### src/design/lps_pkg.sv
// lps_pkg: shared types and constants for the lasso selection block.
// Used by lps_ctrl, lps_dp and lasso_polygon_selection. No dependencies.
`timescale 1ns / 1ps

package lps_pkg;

  // fixed point layout of stored coordinates
  localparam int COORD_FRAC_BITS = 4;
  localparam int CanvasW         = 12;
  localparam int CoordW          = CanvasW + COORD_FRAC_BITS;  // clamped, unsigned
  localparam int PosW            = 17;                         // input, signed
  localparam int CmdW            = 3;

  // configuration register indexes
  localparam logic CFG_CANVAS_WIDTH  = 1'b0;
  localparam logic CFG_CANVAS_HEIGHT = 1'b1;

  localparam logic [CanvasW-1:0] CanvasReset = 12'd1024;

  typedef enum logic [CmdW-1:0] {
    CMD_START = 3'd0,
    CMD_ADD   = 3'd1,
    CMD_END   = 3'd2,
    CMD_QUERY = 3'd3,
    CMD_CLEAR = 3'd4
  } cmd_e;

  typedef enum logic [1:0] {
    MODE_INACTIVE = 2'd0,
    MODE_DRAWING  = 2'd1,
    MODE_SELECTED = 2'd2
  } mode_e;

  // controller -> datapath
  typedef struct packed {
    logic accept;  // item taken this cycle, apply command / arm query
    logic walk;    // read next vertex of the crossing walk
  } ctl_t;

  // datapath -> controller
  typedef struct packed {
    logic query_go;   // current command is a query that needs the walk
    logic walk_last;  // read pointer is at the last stored vertex
  } sts_t;

  // clamp a signed coordinate to [0, canvas << frac]
  function automatic logic [CoordW-1:0] clamp_coord(input logic [PosW-1:0] v,
                                                    input logic [CanvasW-1:0] canvas);
    logic [CoordW-1:0] hi;
    hi = CoordW'(canvas) << COORD_FRAC_BITS;
    if (v[PosW-1]) begin
      return '0;
    end else if (v[CoordW-1:0] > hi) begin
      return hi;
    end else begin
      return v[CoordW-1:0];
    end
  endfunction

endpackage

### src/design/lps_ctrl.sv
// lps_ctrl: sequencer for the lasso block; accepts items, runs the edge walk.
// Depends on lps_pkg.
`timescale 1ns / 1ps

module lps_ctrl
  import lps_pkg::*;
(
  input  logic clk_i,
  input  logic rst_ni,
  input  logic start,
  output logic busy,
  output logic done_o,
  output ctl_t ctl_o,
  input  sts_t sts_i
);

  typedef enum logic [1:0] {
    S_IDLE,
    S_WALK,
    S_FLUSH1,
    S_FLUSH2
  } state_e;

  state_e state_q;
  logic   done_q;
  logic   accept;

  assign busy   = (state_q != S_IDLE);
  assign accept = start && !busy;
  assign done_o = done_q;

  assign ctl_o.accept = accept;
  assign ctl_o.walk   = (state_q == S_WALK);

  always_ff @(posedge clk_i or negedge rst_ni) begin
    if (!rst_ni) begin
      state_q <= S_IDLE;
      done_q  <= 1'b0;
    end else begin
      unique case (state_q)
        S_IDLE: begin
          // short items report right away, a live query starts the walk
          done_q <= accept && !sts_i.query_go;
          if (accept && sts_i.query_go) begin
            state_q <= S_WALK;
          end
        end
        S_WALK: begin
          done_q <= 1'b0;
          if (sts_i.walk_last) begin
            state_q <= S_FLUSH1;
          end
        end
        S_FLUSH1: begin
          done_q  <= 1'b0;
          state_q <= S_FLUSH2;
        end
        S_FLUSH2: begin
          state_q <= S_IDLE;
          done_q  <= 1'b1;
        end
        default: begin
          state_q <= S_IDLE;
          done_q  <= 1'b0;
        end
      endcase
    end
  end

endmodule

### config.mk
export PLATFORM = sky130hd
export DESIGN_NAME = lps_ctrl
export DESIGN_NICKNAME = d
export VERILOG_FILES = /design/src/design/lps_pkg.sv /design/src/design/lps_ctrl.sv
export SDC_FILE = /design/constraint.sdc
export NUM_CORES = 1
export LEC_CHECK = 0
export BUFFER_PORTS_ARGS = -buffer_cell sky130_fd_sc_hd__buf_4
export CAP_MARGIN = 10
export CELL_PAD_IN_SITES_DETAIL_PLACEMENT = 0
export CELL_PAD_IN_SITES_GLOBAL_PLACEMENT = 2
export CORE_AREA = 2 2 39 41
export DETAILED_ROUTE_END_ITERATION = 10
export DIE_AREA = 0 0 41 43
export PLACE_DENSITY_LB_ADDON = 0.1
export SETUP_SLACK_MARGIN = 0.05
export SKIP_LAST_GASP = 1
export SLEW_MARGIN = 20
export SYNTH_ARGS = -nofsm -noshare
export SYNTH_HDL_FRONTEND = slang
export SYNTH_SLANG_ARGS = --single-unit
### constraint.sdc
create_clock -name clk_i -period 3.4 [get_ports clk_i]
set_input_delay 0.34 -clock clk_i [delete_from_list [all_inputs] [get_ports clk_i]]
set_output_delay 0.34 -clock clk_i [all_outputs]
set_load 0.02 [all_outputs]
# Word-level counts from Yosys, hierarchy flattened
# Index checks and enable logic that the tools add are counted.
[totals] output_inout_bits=4 in_bits=5 register_bits=3 elab_cells=20
[classes] muxes=4 reduce_logical=9 n_eq_ne=5
[op_table] cell="$pmux W2 S4" count=1
[op_table] cell="$eq A2 B2 Y1 const B" count=2
[op_table] cell="$mux W2" count=2
[op_table] cell="$logic_and A1 B1 Y1" count=3
[op_table] cell="$pmux W1 S3" count=1
[op_table] cell="$eq A2 B1 Y1 const B" count=1
[op_table] cell="$logic_not A1 Y1" count=2
[op_table] cell="$logic_not A2 Y1" count=1
[op_table] cell="$ne A2 B1 Y1 const B" count=1
[op_table] cell="$ne A2 B2 Y1 const B" count=1
[op_table] cell="$reduce_and A2 Y1" count=1
[op_table] cell="$reduce_bool A2 Y1" count=1
[op_table] cell="$reduce_or A2 Y1" count=1

# Longest topological paths before layout
# Gate-level depths: netlist (run 1).
[depth] ltp_word=6 ltp_mapped=5 mapped_depth_nobuf=5

# Worst setup path after synthesis (run 1)
# OpenSTA, ideal clock, no wires.
[synth_path] path_kind="reg2reg" start="register state_q[1]" end="register state_q[1]" setup_time_ps=125 stages_incl_launch_ff=6 period_less_slack_ps=1426 t_required_ps=3275 arrival_ps=1301 path_slack_ps=1974 n_path_buf=0 cell_sequence="dfrtp_1 inv_1 ha_1 nor2b_4 a21oi_2 mux2_4"
[synth_lines] element="start: declaration" line_no="lps_ctrl.sv:24" source="state_e state_q;"
[synth_lines] element="start signal: assignment" line_no="lps_ctrl.sv:37" source="state_q <= S_IDLE;"
[synth_lines] element="start signal: assignment" line_no="lps_ctrl.sv:45" source="state_q <= S_WALK;"
[synth_lines] element="start signal: assignment" line_no="lps_ctrl.sv:51" source="state_q <= S_FLUSH1;"

==> qor.yml, run 1 <==
outcome:
  outcome: "finished clean"
worst_setup_path:
  critPathSlowestCell: "dfrtp_1"
  endpoint: "ctl_o[1]"
  worstPathArrival_ps: 1290
  cp_max_fo: 4
  path_cells: "inv_1 > ha_1 > and2_1 > buf_4"
  critPathLaunch: "state_q[0]"
  crit_path_end_kind: "output port"
  required_ps: 3060
  critical_path_class: "register to output port"
  cpPeakStageDelay_ps: 390
  timing.rr.end: "state_q[1]"
  ff2ff_path_depth: 5
  r2r_start: "state_q[1]"
  r2r_slack_ps: 1990
  startpoint_type: "register"
logic_synthesis:
  syn_area_um2: 234.0
  synth_edf_count: 0
  ys_async_sr_fraction: 1.000
  synth_top_area_cell: "dfrtp_1"
  ys_seq_area_frac: 0.3209
  synthTopCellsByArea: "dfrtp_1, ha_1, inv_1, mux2_4, nor2b_4"
  avgSynthCellArea_um2: 10.64
  synthDistinctLibCells: 13
  synthTopCellsByCount: "ha_1, inv_1, dfrtp_1"
  ys_ff_latch: 3
  synth_flop_cell: "dfrtp_1"
  syn_inst: 22
  yosysWarnings: 0
  netlist.area_leader.share: 0.3209
  synth_most_common_cell: "ha_1"
  syn-num-nets: 32
placement:
  io_buffer_count: 8
  hpwl_um: 409.3
  gp_congestion: 0.7130
floorplan:
  die_y_um: 43
  dieArea_mm2: 0.001763
  coreArea_mm2: 0.001384
  io-pin-count: 9
  row_count: 14
  dieWidth_um: 41
  start_util: 0.1691
pwr:
  power.leakage_nw: 0.1824
  finalPower_uw: 306.8
  max-vdd-ir-drop_uv: 247.3
  p_per_area_mw_per_mm2: 895.0
sta:
  worstMarginPinSlew_ps: 185.6
  rsz0062_at_grt: "no"
  slew_headroom: 0.8762
  setup_viol: 0
  timing.final.crit_share: 0.4805
  final_hold_viol_count: 0
  finalCriticalPeriod_ps: 1634
  finClkSkew_ps: 1.963
  fmax_mhz: 612.1
  fin_setup_tns_ps: 0
  drv_slew: 0
route:
  final_antenna_net_count: 0
  wl_per_cell_um: 9.380
  drt_iter0_markers: 2
  drc: 0
  viasPerCell: 3.600
  wirelength_um: 469
  drt_pass1_iterations: 2
  num_vias: 180
grt:
  grt_max_degree: 5
  overflow: 0
  grt_first_pass_wirelength_um: 855
  track_usage: 0.07916
  antenna_found_initial: 0
  grt_pass1_vias: 207
clocking:
  cts_root_buf: "clkbuf_4"
  cts_tree: "done"
  numCtsBuffers: 3
  htreeDepth: 1
  clkLatencyLatePin_ps: 230
  clk_pin_slew_worst_paths_ps: 40
  postCtsSetupBuffers: 0
  clock-sinks: 3
  cts_buffer_depth: 2
finish:
  diodes: 0
  nets: 45
  drive_gt1_frac: 0.4118
  syn2layout_area_growth_pct: 46.52
worst_hold_path:
  min_path_type: "input pin to register"
job:
  cap_viol_max_count: 0
## metrics by stage
stage                     setup WS [ps]  hold WS, ps    util  cell area [um^2]  instances
after global placement             1994        132.6  0.2215             306.5         45
after floorplan                    1974        44.41       -             234.0         22
after CTS                          1739        413.0  0.2477             342.8         50
after global routing               1688        409.0  0.2477             342.8         50
after detailed placement           1989        133.9  0.2215             306.5         45
final                              1766        414.0  0.2477             342.8         50
## repair_timing
item                                   4_1_cts  5_1_grt
endpoints found under the hold margin        3        0
hold buffers                                 1        0
resized for setup                            0        0
## cell families after synthesis
kind of cell	after synthesis	share of synthesized area
compound gates	2	0.05881
fa+ha+maj	5	0.2674
buf+inv	5	0.09625
flops	3	0.3208
mux	2	0.1069
simple gates	5	0.1497
## metal layers
metal  up-vias  wire [um]  share of wire  track usage
met5         -          0              0            0
met4         0          0              0      0.04000
met3         0         28          0.060      0.07853
met2         5        243           0.52       0.1000
met1        84        197           0.42      0.08307
li1         91          -              -            -
## cells in the final DEF (no fill, tap or decap), types with 3 or more instances in the layout
cell type and count:
ha_1 5, inv_1 4, buf_4 8, clkbuf_4 3, dfrtp_1 3
## worst max-delay path, delay by kind of cell (launching register included)
family / cells / cell delay [ps]
buffers and inverters: 2 / 270
adders and majority gates: 1 / 230
DFF: 1 / 390
and+or+nand+nor: 1 / 170
## state kept, by name (all words and copies together) (netlist names)
signal / cells
done_o: 1
state_q: 2
## power by group
part | total, mW | switching, mW | leakage (nW) | internal, mW
Combinational | 0.179 | 0.0897 | 0.131 | 0.0890
Sequential | 0.0665 | 0.0128 | 0.0367 | 0.0537
Clock | 0.0617 | 0.0178 | 0.0150 | 0.0439
Total | 0.307 | 0.120 | 0.182 | 0.187
## worst min-delay path by stage
| stage | from | end | slack (ps) | cells after the start |
|---|---|---|---|---|
| after floorplan | rst_ni | done_o | 40 | 0 |
| after detailed placement | rst_ni | done_o | 130 | 1 |
| after CTS | sts_i[1] | done_o | 410 | 3 |
| after global routing | sts_i[1] | done_o | 410 | 3 |
| after global placement | rst_ni | done_o | 130 | 1 |
| final | sts_i[1] | done_o | 410 | 3 |
## final cells by class
| cell class | instances | area, um^2 |
|---|---|---|
| Sequential cell | 3 | 75.07 |
| Timing Repair Buffer | 9 | 70.07 |
| Tap cell | 16 | 20.02 |
| Clock buffer | 4 | 26.28 |
| Fill cell | 159 | 1041 |
| Inverter | 4 | 15.01 |
| Multi-Input combinational cell | 14 | 136.4 |
(Power assumes the default switching activity.)
==> run 2, diff against run 1 <==
--- a/config.mk
+++ b/config.mk
@@ -5,6 +5,7 @@
 export SDC_FILE = /design/constraint.sdc
 export NUM_CORES = 1
 export LEC_CHECK = 0
+export ABC_AREA = 1
 export BUFFER_PORTS_ARGS = -buffer_cell sky130_fd_sc_hd__buf_4
 export CAP_MARGIN = 10
 export CELL_PAD_IN_SITES_DETAIL_PLACEMENT = 0
==> constraint.sdc (replaced) <==
create_clock -name clk_i -period 1.7 [get_ports clk_i]
set_input_delay 0.17 -clock clk_i [delete_from_list [all_inputs] [get_ports clk_i]]
set_output_delay 0.17 -clock clk_i [all_outputs]
set_load 0.02 [all_outputs]
==> run 2 against run 1 <==
Net effect: register-to-register slack got worse by 1400 ps; via count rose by 13%; synthesized cell count rose by 45%; power rose by 110%; sequential power rose by 120%; hold slack got worse by 210 ps; die area did not move; count of clock-buffer cells in the layout did not move; clock power rose by 98%; global-route usage fell by 1.4 points; worst setup slack got worse by 1500 ps; critical path type unchanged; highest routed layer is now met4.
==> qor.yml, run 2 <==
outcome:
  outcome: "finished clean"
logic_synthesis:
  synthTopCellsByArea: "dfrtp_1, ha_1, nand2_1, inv_1, nand2_2"
  synthDistinctLibCells: 9
  synth_flop_cell: "dfrtp_1"
  ys_ff_latch: 3
  syn-num-nets: 42
  yosysWarnings: 0
  syn_area_um2: 241.5
  avgSynthCellArea_um2: 7.546
  synthTopCellsByCount: "nand2_1, inv_1, ha_1"
  syn_inst: 32
  ys_seq_area_frac: 0.3109
  netlist.area_leader.share: 0.3109
  synth_edf_count: 0
  ys_async_sr_fraction: 1.000
  synth_most_common_cell: "nand2_1"
  synth_top_area_cell: "dfrtp_1"
worst_setup_path:
  cp_max_fo: 4
  critical_path_class: "register to output port"
  required_ps: 1530
  worstPathArrival_ps: 1240
  startpoint_type: "register"
  crit_path_end_kind: "output port"
pwr:
  max-vdd-ir-drop_uv: 414.8
  finalPower_uw: 639.6
  p_sw_frac: 0.4542
  p_int_uw: 349.1
  p_comb_frac: 0.584
  p_per_area_mw_per_mm2: 1826
  p_sw_uw: 290.5
  power_frac_seq: 0.225
  clockPowerShare: 0.191
  power.leakage_nw: 0.2098
clocking:
  clock-sinks: 3
  cts_tree: "done"
  cts_root_buf: "clkbuf_4"
  htreeDepth: 1
  post_cts_resized: 0
  postCtsSetupBuffers: 0
  numCtsBuffers: 3
  cts_hold_buf: 1
  cts_buffer_depth: 2
  clkLatencyLatePin_ps: 230
  clk_pin_slew_worst_paths_ps: 40
finish:
  layout_common_cells: "nand2_1, buf_4, inv_1"
  multi_input_area_um2: 132.6
  largest-register: "state_q"
  final_common_cell: "nand2_1"
  nets: 55
  regArea_um2: 75.07
  drive_gt1_frac: 0.3409
  largest_reg_flops: 2
  fill_cells: 158
  diodes: 0
  syn2layout_area_growth_pct: 45.08
  postLayoutCoreUtil: 0.2532
floorplan:
  row_count: 14
  die_y_um: 43
  start_util: 0.1745
  dieArea_mm2: 0.001763
  io-pin-count: 9
  dieWidth_um: 41
  coreArea_mm2: 0.001384
placement:
  gp_congestion: 0.6705
  io_buffer_count: 8
  pre_cts_ws_ps: 520.2
  hpwl_um: 404.2
route:
  drc: 0
  drt_iter0_markers: 0
  final_antenna_net_count: 0
  wl_per_cell_um: 8.033
  wirelength_um: 482
  viasPerCell: 3.400
  drt_pass1_iterations: 1
  num_vias: 204
grt:
  track_usage: 0.06533
  antenna_found_initial: 0
  grt_max_degree: 5
  grt_pass1_vias: 186
  overflow: 0
  grt_first_pass_wirelength_um: 752
sta:
  setup_viol: 0
  finalCriticalPeriod_ps: 1413
  layout_setup_ws_ps: 286.8
  hold_ws_ps: 205.1
  fin_setup_tns_ps: 0
  worstMarginPinSlew_ps: 168.5
  rsz0062_at_grt: "no"
  timing.final.crit_share: 0.8313
  fmax_mhz: 707.6
  drv_slew: 0
  finClkSkew_ps: 0.7354
  slew_headroom: 0.8877
  final_hold_viol_count: 0
job:
  cap_viol_max_count: 0
worst_hold_path:
  min_path_type: "input pin to register"
[run 2: worst paths after layout]
path,start,to,slack (ps),cells past startpoint
min,sts_i[1],done_o,210,4
max,state_q[1],ctl_o[1],290,5
min reg2reg,state_q[0],state_q[0],550,2
max in group asynchronous,rst_ni,done_o,1340,2
max reg2reg,state_q[1],state_q[1],590,6
min in group asynchronous,rst_ni,state_q[1],270,2
[run 2: layer usage]
layer | vias to the layer above | share of wire | GRT usage
li1 | 114 | - | -
met1 | 81 | 0.48 | 0.08710
met2 | 7 | 0.44 | 0.09063
met3 | 2 | 0.041 | 0
met4 | 0 | 0.035 | 0.06000
met5 | - | 0 | 0
[run 2: through the flow]
stage,std cells,cell area (um^2)
final,60,350.3
after global routing,60,350.3
after CTS,60,350.3
after detailed placement,55,314.1
after global placement,55,314.1
after floorplan,32,241.5
[run 2: power groups by stage]
stage          Clock [mW]  Sequential, mW  Combinational, mW
2_1_floorplan           0           0.148              0.255
3_3_place_gp            0           0.148              0.374
3_5_place_dp            0           0.146              0.377
4_1_cts             0.128           0.145              0.380
5_1_grt             0.137           0.151              0.425
6_report            0.122           0.144              0.374
[run 2: cell type report]
cell class | instances | share of cell area
Sequential cell | 3 | 0.2143
Tap cell | 16 | 0.05714
Clock buffer | 4 | 0.07500
Multi-Input combinational cell | 21 | 0.3786
Inverter | 7 | 0.07500
Timing Repair Buffer | 9 | 0.2000
[run 2: kinds of logic after synthesis]
logic type	count (synthesis)	share of synthesized area
adders and majority gates	5	0.2591
buffers and inverters	8	0.1399
DFF	3	0.3109
and+or+nand+nor	16	0.2902
[run 2: worst max-delay path, cell delays in order (launching register included)]
cell and delay [ps]:
dfrtp_1 420, inv_1 130, ha_1 210, nand2_1 80, inv_2 50, buf_4 130
==> run 3, diff against run 2 <==
--- a/config.mk
+++ b/config.mk
@@ -5,7 +5,7 @@
 export SDC_FILE = /design/constraint.sdc
 export NUM_CORES = 1
 export LEC_CHECK = 0
-export ABC_AREA = 1
+export ABC_AREA = 0
 export BUFFER_PORTS_ARGS = -buffer_cell sky130_fd_sc_hd__buf_4
 export CAP_MARGIN = 10
 export CELL_PAD_IN_SITES_DETAIL_PLACEMENT = 0
==> constraint.sdc (replaced) <==
create_clock -name clk_i -period 1.2 [get_ports clk_i]
set_input_delay 0.12 -clock clk_i [delete_from_list [all_inputs] [get_ports clk_i]]
set_output_delay 0.12 -clock clk_i [all_outputs]
set_load 0.02 [all_outputs]
==> run 3 against run 2 <==
Net effect: the run now ends with negative setup slack left; routed wire length up 13%; sequential share of layout area down 6.0 points; worst setup slack worse by 440 ps; power up 110%; via count up 8.3%; first-iteration DRC count unchanged; critical endpoint is now state_q[1]; largest power group unchanged.
==> qor.yml, run 3 (same netlist as run 1, synthesis figures left out) <==
route:
  num_vias: 221
  drc: 0
  drt_pass1_iterations: 1
  viasPerCell: 3.623
  wirelength_um: 543
  wl_per_cell_um: 8.902
  drt_iter0_markers: 0
  final_antenna_net_count: 0
job:
  cap_viol_max_count: 0
worst_setup_path:
  critical_path_class: "register to register"
  startpoint_type: "register"
  required_ps: 1320
  timing.rr.end: "state_q[1]"
  crit_path_end_kind: "register"
  r2r_slack_ps: -150
  critPathLaunch: "state_q[0]"
  worstPathArrival_ps: 1470
  cp_max_fo: 2
  r2r_start: "state_q[0]"
  ff2ff_path_depth: 5
finish:
  layout_common_cells: "buf_4, buf_6"
  nets: 56
  final_common_cell: "buf_4"
  fin_area_um2: 488.0
  diodes: 0
  final_cells: 61
  largest-register: "state_q"
  largest_reg_flops: 2
  drive_gt1_frac: 0.7111
  syn2layout_area_growth_pct: 108.6
grt:
  overflow: 0
  track_usage: 0.08359
  grt_max_degree: 4
  grt_pass1_vias: 222
  grt_first_pass_wirelength_um: 841
  antenna_found_initial: 0
worst_hold_path:
  hold_depth: 3
  min_to: "done_o"
  min_from: "sts_i[1]"
  min_path_type: "input pin to register"
floorplan:
  io-pin-count: 9
  dieWidth_um: 41
  row_count: 14
  die_y_um: 43
  dieArea_mm2: 0.001763
  coreArea_mm2: 0.001384
  start_util: 0.1691
outcome:
  outcome: "finished, violations left"
  violations: "negative setup slack"
sta:
  slew_headroom: 0.9207
  timing.final.crit_share: 1.125
  finalCriticalPeriod_ps: 1350
  rsz0062_at_grt: "yes"
  setup_viol: 5
  fmax_mhz: 740.8
  drv_slew: 0
  worstMarginPinSlew_ps: 115.6
  layout_setup_ws_ps: -149.8
  final_hold_viol_count: 0
  finClkSkew_ps: 5.994
placement:
  dpl_cell_area_um2: 356.6
  dp.cells: 50
  gp_congestion: 0.7012
  io_buffer_count: 8
  hpwl_um: 394.4
clocking:
  clock-sinks: 3
  clkLatencyLatePin_ps: 240
  cts_buffer_depth: 2
  clk_pin_slew_worst_paths_ps: 40
  cts_tree: "done"
  numCtsBuffers: 3
  cts_root_buf: "clkbuf_4"
  htreeDepth: 1
pwr:
  max-vdd-ir-drop_uv: 809.9
  power.leakage_nw: 0.2421
  p_per_area_mw_per_mm2: 2737
  finalPower_mw: 1.336
==> run 3: cell types whose count changed in the layout (fill, tap and decap cells not counted), sizes merged <==
cell / before / now
nor2b: 0 / 1
and2: 0 / 1
inv: 7 / 4
mux2i: 0 / 1
nand2: 13 / 1
a21oi: 0 / 1
o21ai: 0 / 1
nand3: 2 / 0
buf: 8 / 19
nand3b: 0 / 1
mux2: 0 / 1
==> run 3: per-layer routing <==
layer  wire (um)  GRT usage
met2         303     0.1250
met5           0          0
met3          17    0.01571
met4          21     0.1200
met1         201    0.07143
==> run 3: worst max-delay path: stages, from the launching register on <==
cell and delay [ps]:
dfrtp_1 400, buf_6 130, ha_4 140, nor2b_4 110, a21oi_2 140, mux2_4 310
==> run 3: cell type report <==
cell class / instances / area (um^2)
Fill cell: 145 / 895.9
Tap cell: 16 / 20.02
Timing Repair Buffer: 20 / 175.2
Multi-Input combinational cell: 14 / 176.4
Sequential cell: 3 / 75.07
Inverter: 4 / 15.01
Clock buffer: 4 / 26.28
==> run 3: worst max path at each step <==
stage,end,cells past startpoint
2_1_floorplan,state_q[1],5
3_3_place_gp,state_q[1],4
3_5_place_dp,done_o,6
4_1_cts,state_q[1],5
5_1_grt,state_q[1],5
6_report,state_q[1],5
==> run 3: power by group <==
group,switching (mW),internal (mW),leakage [nW]
combinational,0.387,0.581,0.190
clock,0.0595,0.125,0.0150
sequential,0.0309,0.152,0.0367
total,0.478,0.858,0.242
==> run 3: repair_timing <==
item	in CTS	in global routing
setup endpoints to repair	5	6
endpoints found under the hold margin	3	0
pin swaps	5	1
hold buffers	1	0
gates resized for setup	13	1
buffers inserted	4	3
==> run 3: per-stage QoR <==
stage	hold WS, ps	TNS, ps	util	worst slack (ps)
global placement	-89.28	-398.4	0.2577	-117.2
floorplan	-175.6	-115.3	-	-115.3
finish	174.9	-428.1	0.3526	-149.8
global route	195.9	-671.6	0.3526	-181.7
CTS	188.5	-472.1	0.3336	-175.5
detailed placement	-90.12	-487.2	0.2577	-150.8
